**src/hdl/pctd_pkg.sv**
```systemverilog
package pctd_pkg;

   // Default width of the tested value
   localparam int VALUE_WIDTH_DEFAULT = 32;

   // Width of the batch prime count
   localparam int COUNT_WIDTH = 32;

   // Depth of the queue between the front and back parts
   localparam int QUEUE_DEPTH = 2;

   // Classification that travels with each queued value
   typedef struct packed {
      logic candidate;   // non-negative and at least two
      logic last;        // final beat of the batch
   } item_ctrl_type;

endpackage

```
**src/hdl/pctd_front.sv**
```systemverilog
module pctd_front #(
   parameter int VALUE_WIDTH = pctd_pkg::VALUE_WIDTH_DEFAULT
) (
   input  logic                    clock,
   input  logic                    reset,
   input  logic                    req_valid,
   output logic                    req_stall,
   input  logic [VALUE_WIDTH-1:0]  req_number,
   input  logic                    req_last_in_batch,
   output logic                    q_valid,
   input  logic                    q_pop,
   output logic [VALUE_WIDTH-1:0]  q_value,
   output pctd_pkg::item_ctrl_type q_ctrl
);

   localparam int DEPTH = pctd_pkg::QUEUE_DEPTH;
   localparam int PW    = $clog2(DEPTH);
   localparam int FW    = $clog2(DEPTH + 1);

   logic [VALUE_WIDTH-1:0]  value_ff [DEPTH];
   pctd_pkg::item_ctrl_type ctrl_ff  [DEPTH];
   logic [PW-1:0]           wr_ptr_ff, wr_ptr_in;
   logic [PW-1:0]           rd_ptr_ff, rd_ptr_in;
   logic [FW-1:0]           fill_ff, fill_in;
   logic                    push;
   logic                    pop;
   pctd_pkg::item_ctrl_type ctrl_new;

   // Classify the incoming beat: negative, zero and one are never prime
   always_comb begin
      ctrl_new.candidate = !req_number[VALUE_WIDTH-1] && (req_number[VALUE_WIDTH-1:1] != '0);
      ctrl_new.last      = req_last_in_batch;
   end

   assign req_stall = (fill_ff == FW'(DEPTH));
   assign push      = req_valid && !req_stall;
   assign q_valid   = (fill_ff != '0);
   assign pop       = q_pop && q_valid;
   assign q_value   = value_ff[rd_ptr_ff];
   assign q_ctrl    = ctrl_ff[rd_ptr_ff];

   // Advance pointers and fill count
   always_comb begin
      wr_ptr_in = wr_ptr_ff;
      rd_ptr_in = rd_ptr_ff;
      fill_in   = fill_ff;
      if (push) begin
         wr_ptr_in = (wr_ptr_ff == PW'(DEPTH - 1)) ? '0 : wr_ptr_ff + PW'(1);
      end
      if (pop) begin
         rd_ptr_in = (rd_ptr_ff == PW'(DEPTH - 1)) ? '0 : rd_ptr_ff + PW'(1);
      end
      if (push && !pop) begin
         fill_in = fill_ff + FW'(1);
      end else if (!push && pop) begin
         fill_in = fill_ff - FW'(1);
      end
   end

   always_ff @(posedge clock) begin
      if (reset) begin
         wr_ptr_ff <= '0;
         rd_ptr_ff <= '0;
         fill_ff   <= '0;
      end else begin
         wr_ptr_ff <= wr_ptr_in;
         rd_ptr_ff <= rd_ptr_in;
         fill_ff   <= fill_in;
      end
   end

   // Store the accepted beat
   always_ff @(posedge clock) begin
      if (push) begin
         value_ff[wr_ptr_ff] <= req_number;
         ctrl_ff[wr_ptr_ff]  <= ctrl_new;
      end
   end

endmodule

```
**src/hdl/pctd_back.sv**
```systemverilog
module pctd_back #(
   parameter int VALUE_WIDTH = pctd_pkg::VALUE_WIDTH_DEFAULT
) (
   input  logic                             clock,
   input  logic                             reset,
   input  logic                             q_valid,
   output logic                             q_pop,
   input  logic [VALUE_WIDTH-1:0]           q_value,
   input  pctd_pkg::item_ctrl_type          q_ctrl,
   output logic                             rsp_valid,
   input  logic                             rsp_stall,
   output logic [pctd_pkg::COUNT_WIDTH-1:0] rsp_prime_count
);

   localparam int W     = VALUE_WIDTH;
   localparam int CW    = pctd_pkg::COUNT_WIDTH;
   localparam int JW    = (W + 1) / 2 + 2;   // trial divisor
   localparam int SQW   = W + 2;             // square of trial divisor
   localparam int STEPS = (W + 1) / 2;       // two remainder bits per cycle
   localparam int DPW   = 2 * STEPS;
   localparam int SW    = $clog2(STEPS);

   typedef enum logic [3:0] {
      ST_IDLE   = 4'b0001,
      ST_CHECK  = 4'b0010,
      ST_DIVIDE = 4'b0100,
      ST_FINISH = 4'b1000
   } state_type;

   state_type               state_ff, state_in;
   logic [W-1:0]            n_ff, n_in;
   pctd_pkg::item_ctrl_type ctrl_ff, ctrl_in;
   logic [JW-1:0]           j_ff, j_in;
   logic [SQW-1:0]          sq_ff, sq_in;
   logic [JW-1:0]           rem_ff, rem_in;
   logic [DPW-1:0]          dv_ff, dv_in;
   logic [SW-1:0]           step_ff, step_in;
   logic                    prime_ff, prime_in;
   logic [CW-1:0]           count_ff, count_in;
   logic                    rsp_valid_ff, rsp_valid_in;
   logic [CW-1:0]           rsp_count_ff, rsp_count_in;
   logic [JW:0]             rem_a;
   logic [JW:0]             rem_b;
   logic [JW-1:0]           rem_next;
   logic [CW-1:0]           count_next;
   logic                    out_free;

   // Two restoring remainder steps per cycle
   always_comb begin
      rem_a = {rem_ff, dv_ff[DPW-1]};
      if (rem_a >= {1'b0, j_ff}) begin
         rem_a = rem_a - {1'b0, j_ff};
      end
      rem_b = {rem_a[JW-1:0], dv_ff[DPW-2]};
      if (rem_b >= {1'b0, j_ff}) begin
         rem_b = rem_b - {1'b0, j_ff};
      end
      rem_next = rem_b[JW-1:0];
   end

   assign count_next = (prime_ff && (count_ff != '1)) ? count_ff + CW'(1) : count_ff;
   assign out_free   = !rsp_valid_ff || !rsp_stall;
   assign q_pop      = (state_ff == ST_IDLE) && q_valid;

   // Sequence one number through the odd trial divisors
   always_comb begin
      state_in     = state_ff;
      n_in         = n_ff;
      ctrl_in      = ctrl_ff;
      j_in         = j_ff;
      sq_in        = sq_ff;
      rem_in       = rem_ff;
      dv_in        = dv_ff;
      step_in      = step_ff;
      prime_in     = prime_ff;
      count_in     = count_ff;
      rsp_valid_in = rsp_valid_ff && rsp_stall;
      rsp_count_in = rsp_count_ff;
      case (state_ff)
         ST_IDLE: begin
            if (q_valid) begin
               n_in    = q_value;
               ctrl_in = q_ctrl;
               j_in    = JW'(3);
               sq_in   = SQW'(9);
               if (!q_ctrl.candidate) begin
                  prime_in = 1'b0;
                  state_in = ST_FINISH;
               end else if ((q_value == W'(2)) || (q_value == W'(3))) begin
                  prime_in = 1'b1;
                  state_in = ST_FINISH;
               end else if (!q_value[0]) begin
                  prime_in = 1'b0;
                  state_in = ST_FINISH;
               end else begin
                  state_in = ST_CHECK;
               end
            end
         end
         ST_CHECK: begin
            // Stop once the divisor passes the square root
            if (sq_ff > SQW'(n_ff)) begin
               prime_in = 1'b1;
               state_in = ST_FINISH;
            end else begin
               rem_in   = '0;
               dv_in    = DPW'(n_ff);
               step_in  = '0;
               state_in = ST_DIVIDE;
            end
         end
         ST_DIVIDE: begin
            rem_in  = rem_next;
            dv_in   = dv_ff << 2;
            step_in = step_ff + SW'(1);
            if (step_ff == SW'(STEPS - 1)) begin
               if (rem_next == '0) begin
                  prime_in = 1'b0;
                  state_in = ST_FINISH;
               end else begin
                  // (j+2)^2 = j^2 + 4j + 4
                  sq_in    = sq_ff + SQW'({j_ff, 2'b00}) + SQW'(4);
                  j_in     = j_ff + JW'(2);
                  state_in = ST_CHECK;
               end
            end
         end
         ST_FINISH: begin
            if (!ctrl_ff.last) begin
               count_in = count_next;
               state_in = ST_IDLE;
            end else if (out_free) begin
               // Hand the batch count to the output register and clear
               rsp_valid_in = 1'b1;
               rsp_count_in = count_next;
               count_in     = '0;
               state_in     = ST_IDLE;
            end
         end
         default: begin
            state_in = ST_IDLE;
         end
      endcase
   end

   always_ff @(posedge clock) begin
      if (reset) begin
         state_ff     <= ST_IDLE;
         count_ff     <= '0;
         rsp_valid_ff <= 1'b0;
      end else begin
         state_ff     <= state_in;
         count_ff     <= count_in;
         rsp_valid_ff <= rsp_valid_in;
      end
   end

   always_ff @(posedge clock) begin
      n_ff         <= n_in;
      ctrl_ff      <= ctrl_in;
      j_ff         <= j_in;
      sq_ff        <= sq_in;
      rem_ff       <= rem_in;
      dv_ff        <= dv_in;
      step_ff      <= step_in;
      prime_ff     <= prime_in;
      rsp_count_ff <= rsp_count_in;
   end

   assign rsp_valid       = rsp_valid_ff;
   assign rsp_prime_count = rsp_count_ff;

endmodule

```
**src/hdl/prime_count_trial_division.sv**
```systemverilog
// Counts primes in batches of signed numbers by trial division. Each request
// beat carries one number; a beat marked last_in_batch produces one response
// beat with the number of primes in the batch (saturating), then the count
// restarts. The front part classifies numbers and queues up to two of them,
// so requests are still taken while the back part works, until the queue is
// full. The back part rejects numbers below two and even numbers, and accepts
// two and three, without division, then tries odd divisors 3, 5, 7, ... while
// the divisor's square does not exceed the number. Each divisor passes through
// the check state and the remainder unit, which retires two bits per cycle;
// a large 32-bit prime needs up to about 23170 divisors.
module prime_count_trial_division #(
   parameter int VALUE_WIDTH = pctd_pkg::VALUE_WIDTH_DEFAULT
) (
   input  logic                             clock,
   input  logic                             reset,
   input  logic                             req_valid,
   output logic                             req_stall,
   input  logic [VALUE_WIDTH-1:0]           req_number,
   input  logic                             req_last_in_batch,
   output logic                             rsp_valid,
   input  logic                             rsp_stall,
   output logic [pctd_pkg::COUNT_WIDTH-1:0] rsp_prime_count
);

   logic                    q_valid;
   logic                    q_pop;
   logic [VALUE_WIDTH-1:0]  q_value;
   pctd_pkg::item_ctrl_type q_ctrl;

   // Accept, classify and queue
   pctd_front #(
      .VALUE_WIDTH (VALUE_WIDTH)
   ) u_front (
      .clock             (clock),
      .reset             (reset),
      .req_valid         (req_valid),
      .req_stall         (req_stall),
      .req_number        (req_number),
      .req_last_in_batch (req_last_in_batch),
      .q_valid           (q_valid),
      .q_pop             (q_pop),
      .q_value           (q_value),
      .q_ctrl            (q_ctrl)
   );

   // Trial division, batch count and response register
   pctd_back #(
      .VALUE_WIDTH (VALUE_WIDTH)
   ) u_back (
      .clock           (clock),
      .reset           (reset),
      .q_valid         (q_valid),
      .q_pop           (q_pop),
      .q_value         (q_value),
      .q_ctrl          (q_ctrl),
      .rsp_valid       (rsp_valid),
      .rsp_stall       (rsp_stall),
      .rsp_prime_count (rsp_prime_count)
   );

endmodule

```
**config.mk**
```make
export PLATFORM = sky130hd
export DESIGN_NAME = prime_count_trial_division
export DESIGN_NICKNAME = d
export VERILOG_FILES = /design/src/hdl/pctd_pkg.sv /design/src/hdl/pctd_front.sv /design/src/hdl/pctd_back.sv /design/src/hdl/prime_count_trial_division.sv
export SDC_FILE = /design/constraint.sdc
export NUM_CORES = 1
export LEC_CHECK = 0
export BUFFER_PORTS_ARGS = -buffer_cell sky130_fd_sc_hd__buf_2
export CELL_PAD_IN_SITES_DETAIL_PLACEMENT = 1
export CELL_PAD_IN_SITES_GLOBAL_PLACEMENT = 1
export CORE_ASPECT_RATIO = 1.4
export CORE_MARGIN = 2
export CORE_UTILIZATION = 46
export CTS_CLUSTER_SIZE = 20
export DETAILED_ROUTE_END_ITERATION = 12
export PLACE_DENSITY = 0.84
export SYNTH_ARGS = -nofsm -noshare
export SYNTH_HDL_FRONTEND = slang
export SYNTH_SLANG_ARGS = --single-unit
```
**constraint.sdc**
```tcl
create_clock -name clock -period 9.59 [get_ports clock]
set_clock_uncertainty 0.15 [all_clocks]
set_input_delay 0.4795 -clock clock [delete_from_list [all_inputs] [get_ports clock]]
set_output_delay 0.4795 -clock clock [all_outputs]
set_load 0.02 [all_outputs]
```
# == Yosys cells after proc, flatten, opt, wreduce, memory -nomap -nowiden ==
# Memory sizes are Yosys's and may differ from the RTL's. A register that Yosys moved wholly into a read port is not among the register bits.
# Index checks and enable logic that the tools add are counted.
# op_classes
muxes,50
reduce_logical,30
n_eq_ne,18
add_sub_neg,11
magnitude_cmp,3
# op_table
cell,n
32-bit two-way mux,4
18-bit two-way mux,6
34-bit two-way mux,3
18-bit one-hot mux with 2 select lines,2
34-bit one-hot mux with 2 select lines,1
32-bit by 2-bit == test with 1-bit output (second input constant),2
32-bit one-hot mux with 2 select lines,1
4-bit two-way mux,10
19-bit by 18-bit >= comparator with 1-bit output,2
18-bit subtractor,2
34-bit by 20-bit adder with 34-bit output,1
34-bit by 3-bit adder with 34-bit output (second input constant),1
34-bit by 32-bit > comparator with 1-bit output,1
32-bit by 1-bit adder with 32-bit output (second input constant),1
32-bit != test (second input constant),1
31-bit nonzero test,1
18-bit by 2-bit adder with 18-bit output (second input constant),1
18-bit zero test,1
1-bit two-way mux,18
4-bit one-hot mux with 4 select lines,1
4-bit == test (second input constant),2
1-bit logical AND,8
2-bit by 1-bit != test with 1-bit output (second input constant),4
4-bit one-hot mux with 2 select lines,1
other kinds (21),37
# totals
n_memories,2
output_inout_bits,34
ff_bits,213
elab_cells,129
in_bits,37
ram_bits,68
# mem_list
memory,depth,word_bits,rd,rd_ports_with_merged_regs,wr,line_no,source
u_front.value_ff,2,32,1,1,1,pctd_front.sv:20,logic [VALUE_WIDTH-1:0] value_ff [DEPTH];
u_front.ctrl_ff,2,2,1,1,1,pctd_front.sv:21,pctd_pkg::item_ctrl_type ctrl_ff [DEPTH];

# == Logic depth before layout (Yosys ltp) ==
# Gate-level depths: netlist of the first run.
# logic_depth
word_depth,8
ltp_mapped,22
depth_no_buf,19

# == Modules after synthesis ==
# From an unflattened synthesis of the first run, not the netlist that was laid out.
# hier_totals
cells_unflattened,1471
hier_area_um2,15648.8
# by_module_without_submodules
mod,cells_each,n_inst,seq_area_each_um2,area_per_inst_um2
pctd_back,1330,1,5785.5,12911.1
pctd_front,141,1,2142.1,2737.6

# == Worst setup path after synthesis of the first run ==
# OpenSTA, ideal clock, no wires.
# synth_timing
path_type,register to register
startpoint,register u_back.j_ff[1]
endpoint,"register u_back.j_ff[10], enable pin"
period_less_slack_ps,8689
t_arrival_ps,8014
t_required_ps,8915
path_stages_with_launch,20
path_buffers,2
setup_slack_ps,901
setup_time_ps,525
path_cell_list,edfxtp_1 -> inv_1 -> ha_1 -> a211oi_1 -> o211ai_2 -> a21oi_1 -> o31a_1 -> buf_2 -> buf_1 -> xnor2_1 -> ha_1 -> a21o_1 -> a221oi_4 -> o211ai_2 -> a211o_1 -> a221oi_4 -> a211oi_1 -> nand4_1 -> o21ai_1 -> o31ai_1
# synth_via
elab_chain_cells,7
word_cells_on_any_way,9
cone_classes,add/sub (2); order compare (2); eq/ne (1); mux (2); reduce/logical (2)
# synth_lines
item,line_no,source
"start, declared",pctd_back.sv:33,"logic [JW-1:0] j_ff, j_in;"
"start signal, assigned",pctd_back.sv:161,j_ff <= j_in;
18-bit subtractor or 19-bit by 18-bit >= comparator with 1-bit output (tied branches),"pctd_back.sv:52, pctd_back.sv:51",
18-bit two-way mux,pctd_back.sv:51,"if (rem_a >= {1'b0, j_ff}) begin"
18-bit subtractor or 19-bit by 18-bit >= comparator with 1-bit output (tied branches),"pctd_back.sv:56, pctd_back.sv:55",
18-bit two-way mux (*),pctd_back.sv:55,"if (rem_b >= {1'b0, j_ff}) begin"
18-bit zero test (*),pctd_back.sv:117,if (rem_next == '0) begin
2-bit != test (no source line) (*),n/a,
4-bit AND reduction (no source line) (*),n/a,
# Every way passes the cells marked *; elsewhere a longest branch is shown, timed or not.
# A chain may end at the register's enable or synchronous reset.

# == Worst setup path in the final report of the first run ==
# layout_timing
startpoint,register u_back.j_ff[1]
endpoint,"register u_back.sq_ff[30], enable pin"
# layout_via
elab_chain_cells,7
word_cells_on_any_way,9
cone_classes,add/sub (2); order compare (2); eq/ne (1); mux (2); reduce/logical (2)
# layout_lines
item,line_no,source
18-bit subtractor or 19-bit by 18-bit >= comparator with 1-bit output (tied branches),"pctd_back.sv:52, pctd_back.sv:51",
18-bit two-way mux,pctd_back.sv:51,
18-bit subtractor or 19-bit by 18-bit >= comparator with 1-bit output (tied branches),"pctd_back.sv:56, pctd_back.sv:55",
18-bit two-way mux (*),pctd_back.sv:55,
18-bit zero test (*),pctd_back.sv:117,
2-bit != test (no source line) (*),n/a,
4-bit AND reduction (no source line) (*),n/a,
"end signal, assigned",pctd_back.sv:162,sq_ff <= sq_in;
"end, declared",pctd_back.sv:34,"logic [SQW-1:0] sq_ff, sq_in;"
# Marks and branches as above.

==> results of run 1 <==
-- registers in the layout, summed over array words and instances (netlist names), named ones only --
signal                  count
u_back.count_ff            32
u_back.step_ff              4
u_front.rd_ptr_ff           1
u_back.n_ff                32
u_back.ctrl_ff              1
u_back.state_ff             4
u_back.rsp_valid            1
u_front.ctrl_ff             4
u_back.dv_ff               32
u_back.prime_ff             1
u_back.rem_ff              18
u_front.fill_ff             2
u_front.wr_ptr_ff           1
u_back.rsp_prime_count     32
u_back.j_ff                17
u_back.sq_ff               31
u_front.value_ff           64
-- metal layers --
metal,share of wire,global-route usage,vias to the layer above,routed length (um)
li1,-,-,5600,-
met5,0,0,-,0
met3,0.034,0.02231,131,1572
met1,0.36,0.2771,6058,16920
met2,0.54,0.5048,335,25240
met4,0.061,0.1446,0,2823
-- layout make-up --
cell class | count | area [um2] | share of cell area
Antenna cell | 1 | 2.502 | 0.0001426
Clock buffer | 28 | 689.4 | 0.03930
Clock inverter | 19 | 224.0 | 0.01277
Inverter | 65 | 244.0 | 0.01391
Multi-Input combinational cell | 1076 | 7197 | 0.4102
Sequential cell | 278 | 7928 | 0.4519
Tap cell | 445 | 556.8 | 0.03174
Timing Repair Buffer | 108 | 703.2 | 0.04008
-- cells by family (layout without fill, tap and decap cells) --
logic type               Yosys count  after routing  synth area share
AND/OR/NAND/NOR                  521            521            0.1600
buffers and inverters            112            220           0.02751
multiplexers                      45             45           0.03187
AO/OA/AOI/OAI                    316            316            0.1327
flip-flops                       278            278            0.5113
XOR/XNOR                          88             88           0.04971
other                              0              1                 0
adder cells (fa/ha/maj)          106            106           0.08699
-- worst paths after layout --
path | start | endpoint | slack (ns) | depth (start not counted)
worst max register to register | u_back.j_ff[1]$_SDFFCE_PP1P_ | u_back.sq_ff[30]$_SDFFCE_PP0P_ | 2.67 | 19
worst min-delay path | req_number[1] | u_front.value_ff[1][1]$_DFFE_PP_ | 0.01 | 1
worst max-delay path | u_back.j_ff[1]$_SDFFCE_PP1P_ | u_back.sq_ff[30]$_SDFFCE_PP0P_ | 2.67 | 19
worst min register to register | u_back.count_ff[14]$_SDFFE_PP0P_ | u_back.count_ff[14]$_SDFFE_PP0P_ | 0.38 | 2
-- through the flow --
step                worst slack, ns  utilization  total power (uW)  hold WS [ns]  std cells
finish                        2.666       0.5283              6016       0.01240       2020
global route                  2.223       0.5283              6373      0.006910       2020
CTS                           2.701       0.5282              5942      0.006987       2019
detailed placement            2.778       0.4925              4770        0.3631       1945
global placement              2.977       0.4925              4636        0.3328       1945
floorplan                    0.9013            -              3943        0.3225       1466
-- power groups by stage --
stage                     Sequential (uW)  Clock [uW]  Combinational [uW]
after global routing                 1820        1180                3370
after global placement               1780           0                2850
after CTS                            1780        1130                3030
after detailed placement             1800           0                2970
after floorplan                      1760           0                2180
final                                1790        1140                3080
-- worst max-delay path, delay by kind of cell (launching register included) --
kind | cells | cell delay (ns)
xor gates and xnor gates | 1 | 0.23
AOI/OAI and AO/OA | 11 | 3.12
adders and majority gates | 2 | 0.61
and+or+nand+nor | 2 | 1.07
buffers and inverters | 3 | 0.85
DFF | 1 | 0.51
-- cell usage after synthesis, types with 6 or more instances --
| master | instances |
|---|---|
| nand2_1 | 138 |
| xnor2_1 | 62 |
| a211oi_1 | 15 |
| clkbuf_1 | 36 |
| edfxtp_1 | 236 |
| xor2_1 | 26 |
| and2_1 | 7 |
| nand4_1 | 27 |
| nor3_1 | 31 |
| nor2_1 | 162 |
| and3_1 | 21 |
| a31o_2 | 7 |
| nor2b_1 | 11 |
| o21ai_0 | 80 |
| a21oi_1 | 82 |
| mux2_2 | 35 |
| or2_2 | 9 |
| nand3_1 | 40 |
| ha_1 | 103 |
| or3_1 | 17 |
| o211ai_1 | 11 |
| nor4_1 | 24 |
| inv_1 | 65 |
| o21a_1 | 15 |
| a31oi_1 | 10 |
| or4_1 | 7 |
| mux2i_1 | 10 |
| a22oi_1 | 18 |
| a21o_1 | 29 |
| dfxtp_1 | 42 |
| o31ai_1 | 6 |
| buf_1 | 6 |
| nand2b_1 | 9 |
-- layout by cell type, fill, tap and decap left out, types with 15 or more instances in the layout --
cell type / instances
dlygate4sd3_1: 27
ha_1: 103
clkbuf_16: 27
or3_1: 17
nor2_1: 160
nor3_1: 31
nand3_1: 40
buf_2: 70
xor2_1: 26
nand4_1: 27
and3_1: 21
nor4_1: 23
nand2_1: 137
dfxtp_1: 42
inv_1: 65
a21o_1: 29
a211oi_1: 15
edfxtp_1: 236
a22oi_1: 18
xnor2_1: 62
a21oi_1: 81
mux2_2: 35
o21ai_0: 80
-- timing repair --
action / in CTS / in global routing
endpoints found under the hold margin: 53 / 0
hold buffers: 27 / 0
resized for setup: 0 / 0
==> flow_metrics.tcl, run 1 <==
set metrics [dict create \
    synth-seq-cells 278 \
    finalSetupTns_ns 0 \
    grt_usage 0.2614 \
    synthArstFlopShare 0 \
    fp.dieH_um 221.2 \
    finalNetCount 1699 \
    dieArea_um2 35210 \
    seqPwrFrac 0.298 \
    crit_chain "inv_1, ha_1, a211oi_1, o211ai_2, a21oi_1, o31a_1, buf_4, xnor2_1, ha_1, a21o_1, a221oi_4, o211ai_2, a211o_1, a221oi_4, nand2_2, or4b_4, o21ai_1, o31ai_4, buf_4" \
    p_int_uw 3407 \
    synth-main-ff-cell "edfxtp_1" \
    pwr-share-clk 0.189 \
    die_x_um 159.2 \
    cellPowerDensity_nw_per_um2 342.9 \
    cts_max_path_buffers 3 \
    nFillCells 3669 \
    initial_core_util 0.4669 \
    slew_headroom 0.1911 \
    gp_congestion 0.9184 \
    power_frac_comb 0.513 \
    finalCritPeriodShare 0.7220 \
    path_max_fanout 48 \
    clock_sinks 278 \
    arrival_ns 6.98 \
    synth_top_area_share 0.4570 \
    coreArea_um2 33210 \
    tightest_slew_ns 1.210 \
    ir_worst_vdd_mv 0.2756 \
    drt_wl_total_um 46560 \
    min_period_ns 6.924 \
    placed_area_um2 16360 \
    synth_area_leaders "edfxtp_1 46%, ha_1 8.3%, dfxtp_1 5.4%" \
    switching_power_uw 2609 \
    drcViolationCount 0 \
    port_buffers 70 \
    antenna_found_initial 1 \
    rsz0062_at_grt "false" \
    maxCapViolations 0 \
    synth_area_per_cell_um2 10.58 \
    setup_violations 0 \
    cts_tree "built" \
    drtAntennaViolNets 0 \
    grt_pass1_vias 13320 \
    synth_area_leader_cell "edfxtp_1" \
    cts-buffers-inserted 27 \
    power.share.switching 0.4337 \
    gr-total-overflow 0 \
    finalHoldViolCount 0 \
    insertion_delay_ns 0.56 \
    cts_root_buf "clkbuf_16" \
    drt_iter0_markers 662 \
    vias 12120 \
    hold_path_class "in2reg" \
    status "complete, no violations" \
    maxSlewViolCount 0 \
    slowest_delay_ns 0.65 \
    final_cell_area_um2 17540 \
    hpwl_um 30670 \
    synthCells 1466 \
    yosysSeqAreaShare 0.5113 \
    path_class "reg2reg" \
    syn_nets 1609 \
    synth.distinct_cells 65 \
    crit_path_end_kind "flop" \
    grt_max_degree 74 \
    pin_count 71 \
    drive_gt1_frac 0.1245 \
    path_clk_slew_ns 0.07 \
    yosysWarnings 0 \
    grt_pass1_wl_um 73040 \
    vias_per_cell 6.002 \
    post_drt_wl_per_cell_um 23.05 \
    row_count 79 \
    htreeDepth 1 \
    critPathSlowestCell "or4b_4" \
    required_ns 9.64 \
    startpoint_type "flop" \
    p_leak_uw 0.006582 \
    fmax_mhz 144.4 \
    cts_setup_buffers 0 \
    area_delta_synth_final_pct 13.14 \
    synth_edf_count 236 \
    synthesis.area_um2 15510 \
    firstDrtPassIters 5 \
]
Note: power is estimated with default switching activity, not from simulation.
==> run 2: changes to the inputs <==
--- a/config.mk
+++ b/config.mk
@@ -5,15 +5,16 @@
 export SDC_FILE = /design/constraint.sdc
 export NUM_CORES = 1
 export LEC_CHECK = 0
+export ABC_AREA = 1
 export BUFFER_PORTS_ARGS = -buffer_cell sky130_fd_sc_hd__buf_2
 export CELL_PAD_IN_SITES_DETAIL_PLACEMENT = 1
 export CELL_PAD_IN_SITES_GLOBAL_PLACEMENT = 1
 export CORE_ASPECT_RATIO = 1.4
 export CORE_MARGIN = 2
-export CORE_UTILIZATION = 46
+export CORE_UTILIZATION = 44
 export CTS_CLUSTER_SIZE = 20
 export DETAILED_ROUTE_END_ITERATION = 12
-export PLACE_DENSITY = 0.84
+export PLACE_DENSITY = 0.87
 export SYNTH_ARGS = -nofsm -noshare
 export SYNTH_HDL_FRONTEND = slang
 export SYNTH_SLANG_ARGS = --single-unit
==> constraint.sdc (replaced) <==
create_clock -name clock -period 5.65 [get_ports clock]
set_clock_uncertainty 0.15 [all_clocks]
set_input_delay 0.2825 -clock clock [delete_from_list [all_inputs] [get_ports clock]]
set_output_delay 0.2825 -clock clock [all_outputs]
set_load 0.02 [all_outputs]
==> run 2 against run 1 <==
Clock power grew 68%. Die area grew 5.7%. Total power grew 91%. Sequential power grew 78%. Worst setup slack lost 2.3 ns. Hold slack gained 0.15 ns. First-iteration DRC count grew 21%. Largest power group unchanged.
==> flow_metrics.tcl, run 2 <==
set metrics [dict create \
    synth_compound_area_frac 0.1028 \
    dieArea_um2 37220 \
    hold_end "u_back.state_ff[3]$_SDFFE_PP0P_" \
    drt_iter0_markers 802 \
    coreArea_um2 35070 \
    yosysMostFrequentCell "nand2_1" \
    grt_usage 0.2640 \
    p_leak_uw 0.007386 \
    final_common_cell "nand2_1" \
    fp.dieH_um 227.5 \
    cellPowerDensity_nw_per_um2 632.4 \
    synth_area_leaders "edfxtp_1 45%, nand2_1 11%, ha_1 8.2%" \
    min_period_ns 5.278 \
    synth_top_area_share 0.4516 \
    cts_max_path_buffers 3 \
    maxSlewViolCount 0 \
    pin_count 71 \
    timing.rr.end "u_back.j_ff[15]$_SDFFCE_PP0P_" \
    htreeDepth 1 \
    gp_congestion 0.8652 \
    top_register "u_front.value_ff" \
    antennaDiodeCount 0 \
    grt_pass1_wl_um 76560 \
    synth_edf_count 236 \
    yosysWarnings 0 \
    r2r-start "u_back.j_ff[8]$_SDFFCE_PP0P_" \
    totalPowerFinal_uw 11510 \
    nFillCells 4102 \
    ff2ff_path_depth 36 \
    cts_tree "built" \
    grt_max_degree 94 \
    synth_area_per_cell_um2 8.877 \
    largest_reg_flops 64 \
    row_count 81 \
    status "complete, no violations" \
    clock_sinks 278 \
    hpwl_um 32200 \
    ir_worst_vdd_mv 0.3105 \
    r2r_slack_ns 0.37 \
    crit_path_end_kind "flop" \
    synth_fa_ha_area_frac 0.08594 \
    slowest_delay_ns 0.42 \
    synthMuxAreaShare 0.005102 \
    firstDrtPassIters 5 \
    synth.distinct_cells 50 \
    path_clk_slew_ns 0.07 \
    arrival_ns 5.39 \
    drive_gt1_frac 0.1168 \
    setup_violations 0 \
    synthesis.area_um2 15690 \
    gr-total-overflow 0 \
    drtAntennaViolNets 0 \
    synthArstFlopShare 0 \
    vias_per_cell 5.561 \
    syn_nets 1911 \
    synth-seq-cells 278 \
    fmax_mhz 189.5 \
    min_path_cells 2 \
    final.setup.worst_slack_ns 0.3720 \
    utilization 0.5189 \
    cp_common_cell "nand2_1" \
    die_x_um 163.6 \
    synth-main-ff-cell "edfxtp_1" \
    area_delta_synth_final_pct 15.95 \
    path_class "reg2reg" \
    drcViolationCount 0 \
    tightest_slew_ns 1.211 \
    finalSetupTns_ns 0 \
    crit_start "u_back.j_ff[8]$_SDFFCE_PP0P_" \
    synthCells 1768 \
    synth_area_leader_cell "edfxtp_1" \
    finalNetCount 2051 \
    vias 13250 \
    antenna_found_initial 0 \
    grt_pass1_vias 14200 \
    min_from "reset" \
    startpoint_type "flop" \
    initial_core_util 0.4475 \
    pre_cts_ws_ns 0.1776 \
    critPathSlowestCell "edfxtp_1" \
    ys_top_cells_by_count "447 x nand2_1, 236 x edfxtp_1, 208 x inv_1" \
    hold_path_class "in2reg" \
    required_ns 5.76 \
    drt_wl_total_um 49690 \
    maxCapViolations 0 \
    synth_top_family_by_area "simple AND/OR/NAND/NOR gates" \
    final_cell_mix "445 x nand2_1, 236 x edfxtp_1, 200 x inv_1" \
    post_drt_wl_per_cell_um 20.85 \
    slew_headroom 0.1909 \
    cts_root_buf "clkbuf_16" \
    synth-simple-area-share 0.2047 \
    yosysSeqAreaShare 0.5051 \
    port_buffers 70 \
    path_max_fanout 15 \
    finalHoldViolCount 0 \
    synth-xor-area-share 0.03237 \
    cts-buffers-inserted 27 \
    numPlacedInstances 2283 \
    insertion_delay_ns 0.57 \
    finalCritPeriodShare 0.9342 \
    instances_no_fill 2383 \
]
==> run 2: kinds of logic (layout without fill, tap and decap cells) <==
| family | after synthesis | count (layout) |
|---|---|---|
| mux | 8 | 8 |
| buf+inv | 256 | 415 |
| fa+ha+maj | 106 | 106 |
| simple gates | 756 | 756 |
| compound gates | 306 | 306 |
| xor+xnor | 58 | 58 |
| flops | 278 | 278 |
==> run 2: final cells by class <==
cell class	instances	area, um2	area share
multi-input combinational	1234	6880	0.3781
sequential	278	7928	0.4356
clock buffer	28	679.4	0.03733
inverter	216	818.3	0.04497
timing repair buffer	151	1111	0.06106
clock inverter	20	210.2	0.01155
tap	456	570.5	0.03135
==> run 2: per-stage QoR <==
step                cell area, um2  hold slack, ns
global route                 18200          0.2008
floorplan                    15700          0.2314
CTS                          17940          0.1405
finish                       18200          0.1603
detailed placement           16710          0.3131
global placement             16710          0.2852
==> run 2: report_power, final <==
group | leakage (uW) | internal (uW) | switching, uW
Sequential | 0.00253 | 2860 | 323
Clock | 0.000426 | 1030 | 882
Combinational | 0.00443 | 2240 | 4180
==> run 2: per-layer routing <==
layer | track usage | part of all wire | vias to the layer above
met3 | 0.02186 | 0.031 | 140
met5 | 0 | 0 | -
met4 | 0.1237 | 0.049 | 0
met1 | 0.2868 | 0.37 | 6495
met2 | 0.5119 | 0.55 | 352
li1 | - | - | 6266
==> run 2: what timing repair did <==
action	CTS	global route
gates resized for setup	0	25
endpoints found under the setup margin	0	51
setup buffers	0	15
hold buffers	34	0
hold endpoints to repair	69	0
==> run 2: critical path: cells and delay by family, from the launching register on <==
family	cells	cell delay, ns
AND/OR/NAND/NOR	24	2.24
buffers and inverters	7	0.90
adder cells (fa/ha/maj)	2	0.76
AO/OA/AOI/OAI	3	0.48
flip-flops	1	0.42
==> run 2: worst max-delay path by stage <==
stage,cells after the start,slack [ns],to
6_report,36,0.37,u_back.j_ff[15]$_SDFFCE_PP0P_
3_3_place_gp,32,0.30,u_back.sq_ff[18]$_SDFFCE_PP0P_
2_1_floorplan,35,0.06,u_back.j_ff[10]$_SDFFCE_PP0P_
4_1_cts,33,0.14,u_back.prime_ff$_DFFE_PP_
5_1_grt,36,-0.04,u_back.sq_ff[7]$_SDFFCE_PP0P_
3_5_place_dp,33,0.18,u_back.prime_ff$_DFFE_PP_
